`config.mk`:
```
export PLATFORM = sky130hd
export DESIGN_NAME = thumb_instruction_classifier
export DESIGN_NICKNAME = d
export VERILOG_FILES = /design/src/rtl/tic_pkg.sv /design/src/rtl/tic_decode.sv /design/src/rtl/thumb_instruction_classifier.sv
export SDC_FILE = /design/constraint.sdc
export NUM_CORES = 1
export LEC_CHECK = 0
export ABC_AREA = 0
export ABC_CLOCK_PERIOD_IN_PS = 3700
export BUFFER_PORTS_ARGS = -buffer_cell sky130_fd_sc_hd__buf_2
export CORE_MARGIN = 4
export CORE_UTILIZATION = 52
export DETAILED_ROUTE_END_ITERATION = 10
export PLACE_DENSITY = 0.74
export RECOVER_POWER = 25
export SYNTH_ARGS = -nofsm -noshare
export SYNTH_HDL_FRONTEND = slang
export SYNTH_SLANG_ARGS = --single-unit
```
`constraint.sdc`:
```
create_clock -name clk -period 3.7 [get_ports clk]
set_clock_uncertainty 0.15 [all_clocks]
set_input_delay 0.185 -clock clk [delete_from_list [all_inputs] [get_ports clk]]
set_output_delay 0.185 -clock clk [all_outputs]
set_load 0.02 [all_outputs]
```
`src/rtl/tic_pkg.sv`:
```
// Package for the Thumb instruction classifier: class codes, prefix event
// codes and the opcode patterns of the BL/BLX prefix and suffix halfwords.
// No dependencies.
package tic_pkg;

  typedef logic [5:0] cls_t;
  typedef logic [2:0] pfx_ev_t;

  localparam cls_t CLS_SHIFT_IMM    = 6'd0;
  localparam cls_t CLS_ASR_IMM      = 6'd1;
  localparam cls_t CLS_ADDSUB_REG   = 6'd2;
  localparam cls_t CLS_ADDSUB_IMM3  = 6'd3;
  localparam cls_t CLS_MOVCMP_IMM8  = 6'd4;
  localparam cls_t CLS_ADDSUB_IMM8  = 6'd5;
  localparam cls_t CLS_LDR_PC       = 6'd6;
  localparam cls_t CLS_ALU_AND      = 6'd7;
  localparam cls_t CLS_ALU_ASR      = 6'd8;
  localparam cls_t CLS_ALU_TST      = 6'd9;
  localparam cls_t CLS_ALU_ORR      = 6'd10;
  localparam cls_t CLS_CPY          = 6'd11;
  localparam cls_t CLS_HI_LH        = 6'd12;
  localparam cls_t CLS_HI_HL        = 6'd13;
  localparam cls_t CLS_HI_HH        = 6'd14;
  localparam cls_t CLS_CMP_LH       = 6'd15;
  localparam cls_t CLS_CMP_HL       = 6'd16;
  localparam cls_t CLS_CMP_HH       = 6'd17;
  localparam cls_t CLS_BX_REG       = 6'd18;
  localparam cls_t CLS_STR_REG      = 6'd19;
  localparam cls_t CLS_LDR_REG      = 6'd20;
  localparam cls_t CLS_LDST_IMM5    = 6'd21;
  localparam cls_t CLS_LDSTB_IMM5   = 6'd22;
  localparam cls_t CLS_LDSTH_IMM5   = 6'd23;
  localparam cls_t CLS_LDST_SP      = 6'd24;
  localparam cls_t CLS_ADD_PCSP     = 6'd25;
  localparam cls_t CLS_ADJ_SP       = 6'd26;
  localparam cls_t CLS_EXTEND       = 6'd27;
  localparam cls_t CLS_PUSH_POP     = 6'd28;
  localparam cls_t CLS_SETEND       = 6'd29;
  localparam cls_t CLS_CPS          = 6'd30;
  localparam cls_t CLS_REV          = 6'd31;
  localparam cls_t CLS_BKPT         = 6'd32;
  localparam cls_t CLS_LDM_STM      = 6'd33;
  localparam cls_t CLS_BCOND        = 6'd34;
  localparam cls_t CLS_UDF          = 6'd35;
  localparam cls_t CLS_SWI          = 6'd36;
  localparam cls_t CLS_B            = 6'd37;
  localparam cls_t CLS_BLX_SUFFIX   = 6'd38;
  localparam cls_t CLS_BL_SUFFIX    = 6'd39;
  localparam cls_t CLS_UNDEF        = 6'd40;
  localparam cls_t CLS_PREFIX       = 6'd41;

  localparam pfx_ev_t EV_NONE       = 3'd0;
  localparam pfx_ev_t EV_HELD       = 3'd1;
  localparam pfx_ev_t EV_ORPHAN_NEW = 3'd2;
  localparam pfx_ev_t EV_ORPHAN     = 3'd3;
  localparam pfx_ev_t EV_PAIRED     = 3'd4;

  localparam logic [4:0] OP5_PREFIX     = 5'h1E;
  localparam logic [4:0] OP5_BLX_SUFFIX = 5'h1D;
  localparam logic [4:0] OP5_BL_SUFFIX  = 5'h1F;

endpackage

```
`src/rtl/tic_decode.sv`:
```
// Combinational decode tree that maps one Thumb halfword to its class code.
// Depends on tic_pkg for the class codes.
module tic_decode (
  input  logic [15:0]       instr,
  output tic_pkg::cls_t     instr_class
);

  logic [3:0] hi_op;
  logic [3:0] sub_op;

  assign hi_op  = instr[9:6];
  assign sub_op = instr[11:8];

  always_comb begin
    instr_class = tic_pkg::CLS_UNDEF;
    case (instr[15:12])
      4'h0: instr_class = tic_pkg::CLS_SHIFT_IMM;
      4'h1: begin
        case (instr[11:10])
          2'd2:    instr_class = tic_pkg::CLS_ADDSUB_REG;
          2'd3:    instr_class = tic_pkg::CLS_ADDSUB_IMM3;
          default: instr_class = tic_pkg::CLS_ASR_IMM;
        endcase
      end
      4'h2: instr_class = tic_pkg::CLS_MOVCMP_IMM8;
      4'h3: instr_class = tic_pkg::CLS_ADDSUB_IMM8;
      4'h4: begin
        if (instr[11]) begin
          instr_class = tic_pkg::CLS_LDR_PC;
        end else if (!instr[10]) begin
          case (instr[9:8])
            2'd0:    instr_class = tic_pkg::CLS_ALU_AND;
            2'd1:    instr_class = tic_pkg::CLS_ALU_ASR;
            2'd2:    instr_class = tic_pkg::CLS_ALU_TST;
            default: instr_class = tic_pkg::CLS_ALU_ORR;
          endcase
        end else if (hi_op inside {4'd0, 4'd4}) begin
          instr_class = tic_pkg::CLS_UNDEF;
        end else if (hi_op inside {[4'd12:4'd15]}) begin
          instr_class = tic_pkg::CLS_BX_REG;
        end else begin
          // Codes 8 to 11 decode by their low three bits, so 8 becomes CPY.
          case (hi_op[2:0])
            3'd0:    instr_class = tic_pkg::CLS_CPY;
            3'd1:    instr_class = tic_pkg::CLS_HI_LH;
            3'd2:    instr_class = tic_pkg::CLS_HI_HL;
            3'd3:    instr_class = tic_pkg::CLS_HI_HH;
            3'd5:    instr_class = tic_pkg::CLS_CMP_LH;
            3'd6:    instr_class = tic_pkg::CLS_CMP_HL;
            3'd7:    instr_class = tic_pkg::CLS_CMP_HH;
            default: instr_class = tic_pkg::CLS_UNDEF;
          endcase
        end
      end
      4'h5: instr_class = instr[11] ? tic_pkg::CLS_LDR_REG : tic_pkg::CLS_STR_REG;
      4'h6: instr_class = tic_pkg::CLS_LDST_IMM5;
      4'h7: instr_class = tic_pkg::CLS_LDSTB_IMM5;
      4'h8: instr_class = tic_pkg::CLS_LDSTH_IMM5;
      4'h9: instr_class = tic_pkg::CLS_LDST_SP;
      4'hA: instr_class = tic_pkg::CLS_ADD_PCSP;
      4'hB: begin
        case (sub_op)
          4'h0: instr_class = tic_pkg::CLS_ADJ_SP;
          4'h2: instr_class = tic_pkg::CLS_EXTEND;
          4'h4, 4'h5, 4'hC, 4'hD: instr_class = tic_pkg::CLS_PUSH_POP;
          4'h6: begin
            if (instr[7:4] == 4'h5 && instr[2:0] == 3'd0) begin
              instr_class = tic_pkg::CLS_SETEND;
            end else if (instr[7:5] == 3'd3 && !instr[3]) begin
              instr_class = tic_pkg::CLS_CPS;
            end else begin
              instr_class = tic_pkg::CLS_UNDEF;
            end
          end
          4'hA: instr_class = tic_pkg::CLS_REV;
          4'hE: instr_class = tic_pkg::CLS_BKPT;
          default: instr_class = tic_pkg::CLS_UNDEF;
        endcase
      end
      4'hC: instr_class = tic_pkg::CLS_LDM_STM;
      4'hD: begin
        if (sub_op inside {[4'h0:4'hD]}) begin
          instr_class = tic_pkg::CLS_BCOND;
        end else begin
          instr_class = sub_op[0] ? tic_pkg::CLS_SWI : tic_pkg::CLS_UDF;
        end
      end
      4'hE: begin
        if (instr[11]) begin
          // A BLX suffix must have bit 0 clear.
          instr_class = instr[0] ? tic_pkg::CLS_UNDEF : tic_pkg::CLS_BLX_SUFFIX;
        end else begin
          instr_class = tic_pkg::CLS_B;
        end
      end
      default: instr_class = tic_pkg::CLS_BL_SUFFIX;
    endcase
  end

endmodule

```
`src/rtl/thumb_instruction_classifier.sv`:
```
// Top level of the Thumb instruction classifier: input register, prefix
// tracking and result register. Depends on tic_pkg and tic_decode.
//
// Classifies one 16-bit Thumb halfword per clock cycle while out_stall allows it
// and gives one result per halfword, held first in the input register and then
// in the result register. The input register also serves as a skid stage: it
// takes one new request while a finished result waits, then stalls the input.
// The only loop is the one-bit pending-prefix flag with its 11-bit offset,
// updated as a halfword moves into the result register. A BL/BLX prefix is
// held and reported as paired by the next BL or BLX suffix, or as orphaned
// by any other halfword, a second prefix included.
module thumb_instruction_classifier (
  input  logic        clk,
  input  logic        rst_n,
  input  logic        in_valid,
  output logic        in_stall,
  input  logic [15:0] in_instr,
  output logic        out_valid,
  input  logic        out_stall,
  output logic [5:0]  out_instr_class,
  output logic [2:0]  out_prefix_event,
  output logic [10:0] out_prefix_offset,
  output logic        out_prefix_pending
);

  logic                s1_valid_r;
  logic [15:0]         s1_instr_r;
  logic                out_valid_r;
  tic_pkg::cls_t       cls_r;
  tic_pkg::pfx_ev_t    ev_r;
  logic [10:0]         off_r;
  logic                pending_r;
  logic                held_r;
  logic [10:0]         held_off_r;

  tic_pkg::cls_t       dec_cls;
  tic_pkg::cls_t       cls_nxt;
  tic_pkg::pfx_ev_t    ev_nxt;
  logic [10:0]         off_nxt;
  logic                held_nxt;
  logic [10:0]         held_off_nxt;
  logic [4:0]          op5;
  logic                advance;
  logic                in_take;

  tic_decode u_decode (
    .instr       (s1_instr_r),
    .instr_class (dec_cls)
  );

  assign advance  = s1_valid_r && (!out_valid_r || !out_stall);
  assign in_stall = s1_valid_r && !advance;
  assign in_take  = in_valid && !in_stall;
  assign op5      = s1_instr_r[15:11];

  always_comb begin
    cls_nxt      = dec_cls;
    ev_nxt       = tic_pkg::EV_NONE;
    off_nxt      = '0;
    held_nxt     = held_r;
    held_off_nxt = held_off_r;
    if (op5 == tic_pkg::OP5_PREFIX) begin
      cls_nxt      = tic_pkg::CLS_PREFIX;
      ev_nxt       = held_r ? tic_pkg::EV_ORPHAN_NEW : tic_pkg::EV_HELD;
      off_nxt      = held_r ? held_off_r : 11'd0;
      held_nxt     = 1'b1;
      held_off_nxt = s1_instr_r[10:0];
    end else if (held_r) begin
      ev_nxt       = (op5 == tic_pkg::OP5_BLX_SUFFIX || op5 == tic_pkg::OP5_BL_SUFFIX)
                     ? tic_pkg::EV_PAIRED : tic_pkg::EV_ORPHAN;
      off_nxt      = held_off_r;
      held_nxt     = 1'b0;
      held_off_nxt = '0;
    end
  end

  always_ff @(posedge clk) begin
    if (!rst_n) begin
      s1_valid_r  <= 1'b0;
      out_valid_r <= 1'b0;
      held_r      <= 1'b0;
      held_off_r  <= '0;
    end else begin
      if (in_take) begin
        s1_valid_r <= 1'b1;
      end else if (advance) begin
        s1_valid_r <= 1'b0;
      end
      if (advance) begin
        out_valid_r <= 1'b1;
        held_r      <= held_nxt;
        held_off_r  <= held_off_nxt;
      end else if (!out_stall) begin
        out_valid_r <= 1'b0;
      end
    end
  end

  always_ff @(posedge clk) begin
    if (in_take) begin
      s1_instr_r <= in_instr;
    end
    if (advance) begin
      cls_r     <= cls_nxt;
      ev_r      <= ev_nxt;
      off_r     <= off_nxt;
      pending_r <= held_nxt;
    end
  end

  assign out_valid          = out_valid_r;
  assign out_instr_class    = cls_r;
  assign out_prefix_event   = ev_r;
  assign out_prefix_offset  = off_r;
  assign out_prefix_pending = pending_r;

  // A prefix is pending after a result exactly when that result captured one.
  a_pending_matches_event: assert property (@(posedge clk) disable iff (!rst_n)
    out_valid_r |-> (pending_r == (ev_r == tic_pkg::EV_HELD ||
                                   ev_r == tic_pkg::EV_ORPHAN_NEW)))
    else $error("pending flag disagrees with prefix event");

  // The prefix class and the capturing events always come together.
  a_prefix_class_event: assert property (@(posedge clk) disable iff (!rst_n)
    out_valid_r |-> ((cls_r == tic_pkg::CLS_PREFIX) == (ev_r == tic_pkg::EV_HELD ||
                                                        ev_r == tic_pkg::EV_ORPHAN_NEW)))
    else $error("prefix class without capture event");

  // No earlier prefix means no offset is reported.
  a_offset_zero: assert property (@(posedge clk) disable iff (!rst_n)
    (out_valid_r && (ev_r == tic_pkg::EV_NONE || ev_r == tic_pkg::EV_HELD))
      |-> (off_r == 11'd0))
    else $error("offset reported without an earlier prefix");

  // The held offset is cleared whenever no prefix is held.
  a_held_clear: assert property (@(posedge clk) disable iff (!rst_n)
    !held_r |-> (held_off_r == 11'd0))
    else $error("stale held offset");

  // The flag leaving the result register tracks the live prefix state.
  a_pending_tracks_state: assert property (@(posedge clk) disable iff (!rst_n)
    advance |=> (pending_r == held_r))
    else $error("pending output out of step with prefix state");

endmodule

```
# Word level (Yosys, flattened, before mapping)
# Cells that the tools add are included.
word_totals:
  register_bits: 51
  inputBits: 20
  wordCells: 104
  output_inout_bits: 23
op_classes:
  muxes: 27
  n_lt_le_gt_ge: 4
  n_eq_ne: 39
  reduce_logical: 25
op_table:
  columns: ["operator", "count"]
  rows:
  - ["case mux 6 bit (15 select lines)", 1]
  - ["2-to-1 mux 6 bit", 8]
  - ["== test 4 bit (second input constant)", 11]
  - ["case mux 6 bit (7 select lines)", 1]
  - ["== test 4 x 3 -> 1 bit (second input constant)", 9]
  - ["case mux 6 bit (6 select lines)", 1]
  - ["2-to-1 mux 11 bit", 2]
  - ["== test 5 bit (second input constant)", 3]
  - ["2-to-1 mux 3 bit", 5]
  - ["== test 4 x 2 -> 1 bit (second input constant)", 3]
  - ["zero test 4 bit", 3]
  - ["case mux 4 bit (3 select lines)", 1]
  - ["== test 3 x 2 -> 1 bit (second input constant)", 3]
  - ["== test 3 bit (second input constant)", 3]
  - ["less-or-equal comparator 4 bit (second input constant)", 2]
  - ["logical AND 1 bit", 7]
  - ["== test 2 bit (second input constant)", 3]
  - ["zero test 3 bit", 2]
  - ["nonzero test 2 bit", 3]
  - ["zero test 1 bit", 5]
  - ["2-to-1 mux 1 bit", 5]
  - ["== test 4 x 1 -> 1 bit (second input constant)", 1]
  - [">= comparator 4 x 1 -> 1 bit (second input constant)", 1]
  - [">= comparator 4 bit (second input constant)", 1]
  - ["other kinds (10)", 11]

# Logic depth before layout (Yosys ltp)
# Gate-level depths: netlist of run 1.
depth:
  depth_word: 8
  ltp_mapped: 8
  depth_no_buf: 6

# By module
# Synthesis of run 1 repeated with hierarchy kept, for this count alone.
hier_totals:
  hier_cells: 214
  area_unflattened_um2: 2531.2
modules_own_cells:
  columns: ["mod", "area_per_inst_um2", "cells_per_inst", "instances", "seq_area_each_um2"]
  rows:
  - ["thumb_instruction_classifier", 1791.7, 103, 1, 1391.3]
  - ["tic_decode", 739.5, 111, 1, 0.0]

# Least setup slack after synthesis of run 1
# Ideal clock, no wire load.
synth_path:
  path_type: "flip-flop to flip-flop"
  startpoint: "reg s1_instr_r[8]"
  endpoint: "reg cls_r[2] (netlist: out_instr_class[2]), data pin"
  arrival_ns: 1.824
  required_ns: 3.289
  slack_ns: 1.465
  n_path_buf: 2
  stages_incl_launch_ff: 9
  path_cell_list: "edfxtp_1 buf_2 inv_1 ha_1 clkbuf_1 and3b_1 a221oi_1 a21oi_1 a311o_1"
synth_via:
  elab_chain_cells: 7
synth_rtl:
  columns: ["item", "line", "rtl"]
  rows:
  - ["start: declaration", "thumb_instruction_classifier.sv:27", "logic [15:0] s1_instr_r;"]
  - ["start signal: assignment", "thumb_instruction_classifier.sv:101", "s1_instr_r <= in_instr;"]
  - [">= comparator 4 bit (tied with other cells)", "tic_decode.sv:39", "end else if (hi_op inside {[4'd12:4'd15]}) begin"]
  - ["logical AND 1 bit / case mux 6 bit (7 select lines) (equally long branches)", "tic_decode.sv:39, tic_decode.sv:43", null]
  - ["2-to-1 mux 6 bit", "tic_decode.sv:39", null]
  - ["2-to-1 mux 6 bit", "tic_decode.sv:37", "end else if (hi_op inside {4'd0, 4'd4}) begin"]
  - ["2-to-1 mux 6 bit", "tic_decode.sv:30", "end else if (!instr[10]) begin"]
  - ["2-to-1 mux 6 bit", "tic_decode.sv:28", "if (instr[11]) begin"]
  - ["case mux 6 bit (15 select lines) *", "tic_decode.sv:16", "case (instr[15:12])"]
  - ["end signal: assignment", "thumb_instruction_classifier.sv:104", "cls_r <= cls_nxt;"]
  - ["end: declaration", "thumb_instruction_classifier.sv:29", "tic_pkg::cls_t cls_r;"]
# Mark *: on every way between the ends. The rest lies on a longest branch, timed or not.
# A chain may end at the register's enable or synchronous reset.

# Worst setup path in the final report of run 1
# Same ends and word-level chain as after synthesis.

==> flow_metrics.env, run 1 <==
export IMPL_status="complete, no violations"
export IMPL_syn_inst=238
export IMPL_rsz0062_at_grt="no"
export IMPL_vdd_drop_max_uv=243
export IMPL_yosys_top_cells_area="edfxtp_1, dfxtp_1, o21ai_0"
export IMPL_synth_edf_count=37
export IMPL_clk_latency_ps=300
export IMPL_yosysMostFrequentCell="edfxtp_1"
export IMPL_max_freq_mhz=409
export IMPL_clkTransAtPathRegs_ps=90
export IMPL_period_share=0.660
export IMPL_core_area_mm2=0.00482
export IMPL_rows=25
export IMPL_critPathLaunchType="flop"
export IMPL_ys_top_cells_by_count="edfxtp_1, nand2_1, o21ai_0"
export IMPL_grt_ovfl_total=0
export IMPL_synthSimpleGateAreaFrac=0.187
export IMPL_drc=0
export IMPL_htree_levels=2
export IMPL_synth_top_cell_by_area="edfxtp_1"
export IMPL_setup_violations=0
export IMPL_power_leakage_nw=1.18
export IMPL_antenna_found_initial=0
export IMPL_antennaDiodeCount=0
export IMPL_fin_crit_ps=2440
export IMPL_grt_pass1_wl_um=9050
export IMPL_synth_nets=262
export IMPL_crit_type="reg -> reg"
export IMPL_synthMuxAreaShare=0.00380
export IMPL_grtUsageTotal=0.181
export IMPL_grt_pass1_vias=1820
export IMPL_synth_top_cell_area_share=0.422
export IMPL_dp_cells=330
export IMPL_finalSetupTns_ps=0
export IMPL_hold_buffers=17
export IMPL_worst_path_dominant_cell_family="compound AO/OA/AOI/OAI gates"
export IMPL_synth_ff_type="edfxtp_1"
export IMPL_root_buffer="clkbuf_8"
export IMPL_drt_iter0_drc=240
export IMPL_synthToLayoutAreaGrowth_pct=18.7
export IMPL_via_per_inst=5.49
export IMPL_cts_repair_resized=0
export IMPL_synthArstFlopShare=0
export IMPL_postCtsSetupBuffers=0
export IMPL_antenna_left=0
export IMPL_placed_area_mm2=0.00284
export IMPL_report_final_slew_viol_count=0
export IMPL_clock_sinks=51
export IMPL_worst_pin_slew_ps=1030
export IMPL_yosysUniqueCellTypes=62
export IMPL_die_area_mm2=0.00627
export IMPL_max_slew_margin=0.305
export IMPL_p_seq_frac=0.558
export IMPL_grt_max_degree=22
export IMPL_wl_per_cell_um=14.5
export IMPL_vias=1950
export IMPL_max_stage_delay_ps=570
export IMPL_synthesis_area_mm2=0.00264
export IMPL_synth_xor_xnor_area_share=0.0128
export IMPL_hold_class="in -> reg"
export IMPL_p_sw_frac=0.237
export IMPL_worstPathRequired_ps=3610
export IMPL_ys_ff_latch=51
export IMPL_final_area_mm2=0.00313
export IMPL_synth_compound_area_frac=0.195
export IMPL_ys_seq_area_frac=0.528
export IMPL_yosys_area_share_adder=0.0190
export IMPL_p_int_mw=0.905
export IMPL_cts_tree="done"
export IMPL_slowest_stage="edfxtp_1"
export IMPL_io_buffers=42
export IMPL_combPwrFrac=0.119
export IMPL_initial_core_util=0.547
export IMPL_nets=311
export IMPL_finalHoldViolations=0
export IMPL_die_w_um=79.2
export IMPL_cp_cell_sequence="inv_1, ha_1, or2_0, a221oi_1, a21oi_1, a311o_1"
export IMPL_clockPowerShare=0.323
export IMPL_end_kind="flop"
export IMPL_maxCapViolations=0
export IMPL_cts_buffers_inserted=5
export IMPL_ys_warnings_count=0
export IMPL_stdcell_count=355
export IMPL_path_buf_inv=1
export IMPL_gp_congestion=0.970
export IMPL_worstPathMaxFanout=11
export IMPL_boundaryPins=43
export IMPL_power_density_mw_per_mm2=379
export IMPL_arrival_ps=2350
export IMPL_clockBufferDepth=2
export IMPL_avgSynthCellArea_um2=11.1
export IMPL_drt_pass1_iterations=4
export IMPL_drive_gt1_frac=0.240
export IMPL_synth_top_family_by_area="compound AO/OA/AOI/OAI gates"
export IMPL_fp_dieH_um=79.2
export IMPL_p_switching_mw=0.281
export IMPL_wl_um=5160
export IMPL_dp_hpwl_um=3600
-- layout by cell type (no fill, tap or decap), types with 5 or more instances in the layout --
cell type	count
and2_1	7
o21ai_0	17
dfxtp_1	14
clkbuf_8	5
a21boi_1	10
inv_1	9
edfxtp_1	37
dlygate4sd3_1	17
nor3_1	5
nor2_1	7
a21oi_1	10
nand2_1	17
nor2b_1	6
buf_2	42
-- routing by layer --
layer	vias up	track usage	part of all wire
li1	981	-	-
met1	885	0.274	0.49
met2	76	0.263	0.43
met3	8	0.0272	0.061
met4	0	0.0653	0.015
met5	-	0	0
-- worst register-to-register path, cell delays in order, from the launching register on --
cell and delay, ps:
edfxtp_1 570, inv_1 140, ha_1 270, or2_0 330, a221oi_1 330, a21oi_1 130
a311o_1 280
-- cell type report --
| cell class | count | area (um2) |
|---|---|---|
| clock buffer | 5 | 68.8 |
| inverter | 9 | 33.8 |
| multi-input combinational | 158 | 1100 |
| timing repair buffer | 62 | 403 |
| fill | 395 | 1690 |
| sequential | 51 | 1390 |
| clock inverter | 3 | 46.3 |
| tap | 67 | 83.8 |
-- logic make-up after synthesis --
| group | after synthesis |
|---|---|
| simple gates | 79 |
| compound gates | 71 |
| flops | 51 |
| buf+inv | 29 |
| fa+ha+maj | 4 |
| xor+xnor | 3 |
| mux | 1 |
-- flip-flops by register name (all words and copies together) (netlist names) --
register and flops:
held_off_r 11, out_valid 1, s1_valid_r 1, out_instr_class 6, s1_instr_r 16, out_prefix_pending 1, out_prefix_event 3, out_prefix_offset 11
held_r 1
-- metrics by stage --
stage | hold slack (ps) | setup slack [ps] | utilization | total power, mW
floorplan | 134 | 1470 | - | 0.763
global placement | 211 | 1330 | 0.590 | 0.801
detailed placement | 213 | 1280 | 0.590 | 0.801
CTS | 3.40 | 1270 | 0.649 | 1.19
global route | 18.4 | 1090 | 0.649 | 1.24
finish | 12.8 | 1260 | 0.649 | 1.19
-- worst paths after layout --
check,depth (start not counted),endpoint,slack (ps),startpoint
max,6,out_instr_class[2],1260,s1_instr_r[8]
min,3,out_valid,10,out_stall
max reg2reg,6,out_instr_class[2],1260,s1_instr_r[8]
min reg2reg,2,held_off_r[10],320,held_off_r[10]
-- power by group through the flow --
stage          Sequential (mW)  Combinational [mW]  Clock, mW
3_5_place_dp             0.675               0.126          0
6_report                 0.662               0.141      0.383
5_1_grt                  0.666               0.156      0.418
2_1_floorplan            0.672              0.0912          0
4_1_cts                  0.662               0.140      0.392
3_3_place_gp             0.674               0.126          0
Power figures use the tool's default switching activity.
==> run 2: changes to the inputs <==
- ABC_CLOCK_PERIOD_IN_PS: 3700 -> 2400
- clock period: 3.7 -> 2.4 ns (I/O delays scaled with it)
==> flow_metrics.env, run 2 (synthesis gave the netlist of run 1 again) <==
export IMPL_status="complete, no violations"
export IMPL_maxCapViolations=0
export IMPL_gp_congestion=1.00
export IMPL_critPathLaunchType="flop"
export IMPL_worstPathMaxFanout=6
export IMPL_cts_buffers_inserted=5
export IMPL_grt_max_degree=22
export IMPL_hold_class="in -> reg"
export IMPL_root_buffer="clkbuf_8"
export IMPL_hold_slack_ps=18.0
export IMPL_via_per_inst=5.46
export IMPL_vias=2002
export IMPL_vdd_drop_max_uv=406
export IMPL_finalHoldViolations=0
export IMPL_clockBufferDepth=2
export IMPL_drt_pass1_iterations=4
export IMPL_max_stage_delay_ps=420
export IMPL_clk_latency_ps=300
export IMPL_cts_repair_resized=0
export IMPL_rows=25
export IMPL_fin_crit_ps=2210
export IMPL_io_buffers=42
export IMPL_die_area_mm2=0.00627
export IMPL_fp_dieH_um=79.2
export IMPL_drive_gt1_frac=0.257
export IMPL_slowest_stage="edfxtp_1"
export IMPL_nFillCells=379
export IMPL_antennaDiodeCount=0
export IMPL_core_area_mm2=0.00482
export IMPL_end_kind="flop"
export IMPL_grt_ovfl_total=0
export IMPL_path_buf_inv=1
export IMPL_antenna_found_initial=0
export IMPL_worst_path_dominant_cell_family="compound AO/OA/AOI/OAI gates"
export IMPL_crit_type="reg -> reg"
export IMPL_cts_tree="done"
export IMPL_die_w_um=79.2
export IMPL_max_slew_margin=0.613
export IMPL_wl_um=5460
export IMPL_power_density_mw_per_mm2=551
export IMPL_htree_levels=2
export IMPL_largest_register="s1_instr_r"
export IMPL_worstPathRequired_ps=2310
export IMPL_mostFrequentLayoutCell="buf_2"
export IMPL_report_final_slew_viol_count=0
export IMPL_period_share=0.922
export IMPL_wl_per_cell_um=14.9
export IMPL_arrival_ps=2130
export IMPL_cp_cell_sequence="inv_1, ha_1, or2_0, a221oi_1, a21oi_1, a311o_1"
export IMPL_drc=0
export IMPL_antenna_left=0
export IMPL_setup_violations=0
export IMPL_largest_reg_flops=16
export IMPL_synthToLayoutAreaGrowth_pct=21.5
export IMPL_layout_common_cells="buf_2, edfxtp_1, dlygate4sd3_1, o21ai_0, nand2_1"
export IMPL_clkTransAtPathRegs_ps=100
export IMPL_total_power_mw=1.76
export IMPL_initial_core_util=0.547
export IMPL_finalSetupTns_ps=0
export IMPL_worst_pin_slew_ps=581
export IMPL_grtUsageTotal=0.185
export IMPL_nets=323
export IMPL_clock_sinks=51
export IMPL_max_freq_mhz=452
export IMPL_rsz0062_at_grt="no"
export IMPL_boundaryPins=43
export IMPL_grt_pass1_wl_um=9140
export IMPL_grt_pass1_vias=1889
export IMPL_drt_iter0_drc=191
export IMPL_dp_hpwl_um=3830
export IMPL_power_leakage_nw=1.23
[run 2: path summary, 6_finish.rpt]
kind / startpoint / end / slack, ps / cells past startpoint
worst max-delay path: s1_instr_r[9] / out_instr_class[2] / 190 / 6
worst min-delay path: rst_n / held_off_r[10] / 20 / 2
worst max register to register: s1_instr_r[9] / out_instr_class[2] / 190 / 6
worst min register to register: held_off_r[6] / held_off_r[6] / 330 / 2
[run 2: stage by stage]
| stage | cell area [um2] | setup WS, ps | util | cells |
|---|---|---|---|---|
| CTS | 3210 | 204 | 0.665 | 367 |
| detailed placement | 2920 | 247 | 0.606 | 340 |
| global placement | 2920 | 295 | 0.606 | 340 |
| floorplan | 2640 | 165 | - | 238 |
| finish | 3200 | 186 | 0.664 | 367 |
| global route | 3200 | 61.9 | 0.664 | 367 |
[run 2: routing by layer]
metal  vias to the layer above  global-route usage  share of wire
met1                       914               0.261           0.46
met5                         -                   0              0
li1                       1002                   -              -
met4                         0              0.0653          0.018
met2                        75               0.279           0.46
met3                        11              0.0420          0.065
[run 2: area by class of cell]
cell class	instances	area, um2	share of cell area
flip-flops and latches	51	1390	0.435
multi-input cells	158	1100	0.344
repair buffers	74	493	0.154
well taps	67	83.8	0.0262
clock buffers	5	68.8	0.0215
inverters	9	33.8	0.0106
clock inverters	3	28.8	0.00899
[run 2: what timing repair did]
action                    CTS  global route
hold buffers               19             0
setup buffers               0             0
hold endpoints to repair   18             0
[run 2: power breakdown]
group	switching, mW	internal [mW]
logic	0.123	0.109
clock network	0.296	0.216
registers	0.0388	0.981
total	0.457	1.31
==> run 3: changes to the inputs <==
- CELL_PAD_IN_SITES_DETAIL_PLACEMENT: not set -> 0
- CELL_PAD_IN_SITES_GLOBAL_PLACEMENT: not set -> 2
- CORE_UTILIZATION: 52 -> 36
- PLACE_DENSITY: 0.74 -> not set
- PLACE_DENSITY_LB_ADDON: not set -> 0.1
==> flow_metrics.env, run 3 (synthesis gave the netlist of run 1 again) <==
export IMPL_status="complete, no violations"
export IMPL_wl_um=6100
export IMPL_fp_dieH_um=93.6
export IMPL_io_buffers=42
export IMPL_drt_pass1_iterations=4
export IMPL_p_seq_frac=0.572
export IMPL_worstPathRequired_ps=2320
export IMPL_finalHoldViolations=0
export IMPL_antenna_found_initial=0
export IMPL_cts_tree="done"
export IMPL_layout_common_cells="buf_2, edfxtp_1, dlygate4sd3_1, o21ai_0, nand2_1"
export IMPL_rsz0062_at_grt="no"
export IMPL_p_switching_mw=0.472
export IMPL_nets=325
export IMPL_grt_use_met2=0.206
export IMPL_core_area_mm2=0.00694
export IMPL_power_leakage_nw=1.24
export IMPL_via_per_inst=5.06
export IMPL_drc=0
export IMPL_slowest_stage="edfxtp_1"
export IMPL_setup_violations=0
export IMPL_antenna_left=0
export IMPL_dp_hpwl_um=4380
export IMPL_p_int_mw=1.31
export IMPL_initial_core_util=0.379
export IMPL_power_density_mw_per_mm2=548
export IMPL_met1_usage=0.225
export IMPL_crit_type="reg -> reg"
export IMPL_finalSetupTns_ps=0
export IMPL_worst_path_dominant_cell_family="compound AO/OA/AOI/OAI gates"
export IMPL_clk_latency_ps=300
export IMPL_grt_ovfl_total=0
export IMPL_clockPowerShare=0.294
export IMPL_max_freq_mhz=464
export IMPL_end_kind="flop"
export IMPL_p_sw_frac=0.265
export IMPL_drive_gt1_frac=0.265
export IMPL_drt_iter0_drc=180
export IMPL_die_w_um=93.6
export IMPL_antennaDiodeCount=0
export IMPL_vias=2012
export IMPL_critPathLaunchType="flop"
export IMPL_largest_register="s1_instr_r"
export IMPL_grt_pass1_wl_um=9920
export IMPL_cts_repair_resized=0
export IMPL_path_buf_inv=1
export IMPL_mostFrequentLayoutCell="buf_2"
export IMPL_die_area_mm2=0.00875
export IMPL_arrival_ps=2070
export IMPL_fin_crit_ps=2150
export IMPL_wl_per_cell_um=15.3
export IMPL_grtUsageTotal=0.146
export IMPL_gp_congestion=0.904
export IMPL_top_usage_layer="met1"
export IMPL_worstPathMaxFanout=6
export IMPL_period_share=0.897
export IMPL_htree_levels=2
export IMPL_postCtsSetupBuffers=0
export IMPL_synthToLayoutAreaGrowth_pct=23.3
export IMPL_grt_max_degree=22
export IMPL_clockBufferDepth=2
export IMPL_cp_cell_sequence="inv_1, ha_1, or2_0, a221oi_1, a21oi_1, a311o_1"
export IMPL_hold_class="in -> reg"
export IMPL_combPwrFrac=0.134
export IMPL_clock_sinks=51
export IMPL_boundaryPins=43
export IMPL_report_final_slew_viol_count=0
export IMPL_use_met3=0.0290
export IMPL_rows=30
export IMPL_grt_pass1_vias=1857
export IMPL_max_stage_delay_ps=380
export IMPL_total_power_mw=1.78
export IMPL_root_buffer="clkbuf_8"
export IMPL_largest_reg_flops=16
export IMPL_max_slew_margin=0.585
export IMPL_vdd_drop_max_uv=212
export IMPL_cts_buffers_inserted=5
export IMPL_clkTransAtPathRegs_ps=100
export IMPL_worst_pin_slew_ps=622
export IMPL_maxCapViolations=0
run 3: final timing paths:
check,startpoint,end,slack [ps],depth (start not counted)
max reg2reg,s1_instr_r[8],out_instr_class[2],250,6
min,rst_n,s1_valid_r,20,2
max,s1_instr_r[8],out_instr_class[2],250,6
min reg2reg,held_off_r[4],held_off_r[4],330,2
run 3: layout make-up:
cell class | count | area (um2)
Clock buffer | 5 | 68.8
Sequential cell | 51 | 1390
Timing Repair Buffer | 76 | 505
Tap cell | 96 | 120
Clock inverter | 3 | 28.8
Fill cell | 671 | 3690
Multi-Input combinational cell | 158 | 1100
Inverter | 9 | 33.8
run 3: power groups by stage:
stage | clock (mW) | sequential [mW] | combinational (mW)
floorplan | 0 | 1.04 | 0.141
global placement | 0 | 1.04 | 0.217
detailed placement | 0 | 1.04 | 0.215
global route | 0.579 | 1.03 | 0.260
CTS | 0.546 | 1.02 | 0.238
finish | 0.524 | 1.02 | 0.238
run 3: per-stage QoR:
step           worst slack (ps)  std cells  hold WS [ps]  instance area, um2   util
2_1_floorplan               165        238          68.9                2640      -
3_3_place_gp                295        372           147                2980  0.429
3_5_place_dp                269        372           148                2980  0.429
4_1_cts                     265        398          12.0                3250  0.469
5_1_grt                    84.7        398          21.3                3250  0.468
6_report                    246        398          17.5                3250  0.468
run 3: layer usage:
layer	part of all wire	wire, um	vias up
met2	0.43	2650	57
met1	0.51	3140	945
met5	0	0	-
met3	0.045	272	2
li1	-	-	1008
met4	0.0062	38	0
run 3: timing repair:
| action | 4_1_cts | 5_1_grt |
|---|---|---|
| endpoints found under the hold margin | 18 | 0 |
| hold buffers | 18 | 0 |
| endpoints found under the setup margin | 0 | 0 |
run 3: worst register-to-register path, cell delays in order, from the launching register on:
cell and delay [ps]:
edfxtp_1 380, inv_1 90, ha_1 210, or2_0 320
a221oi_1 370, a21oi_1 130, a311o_1 280
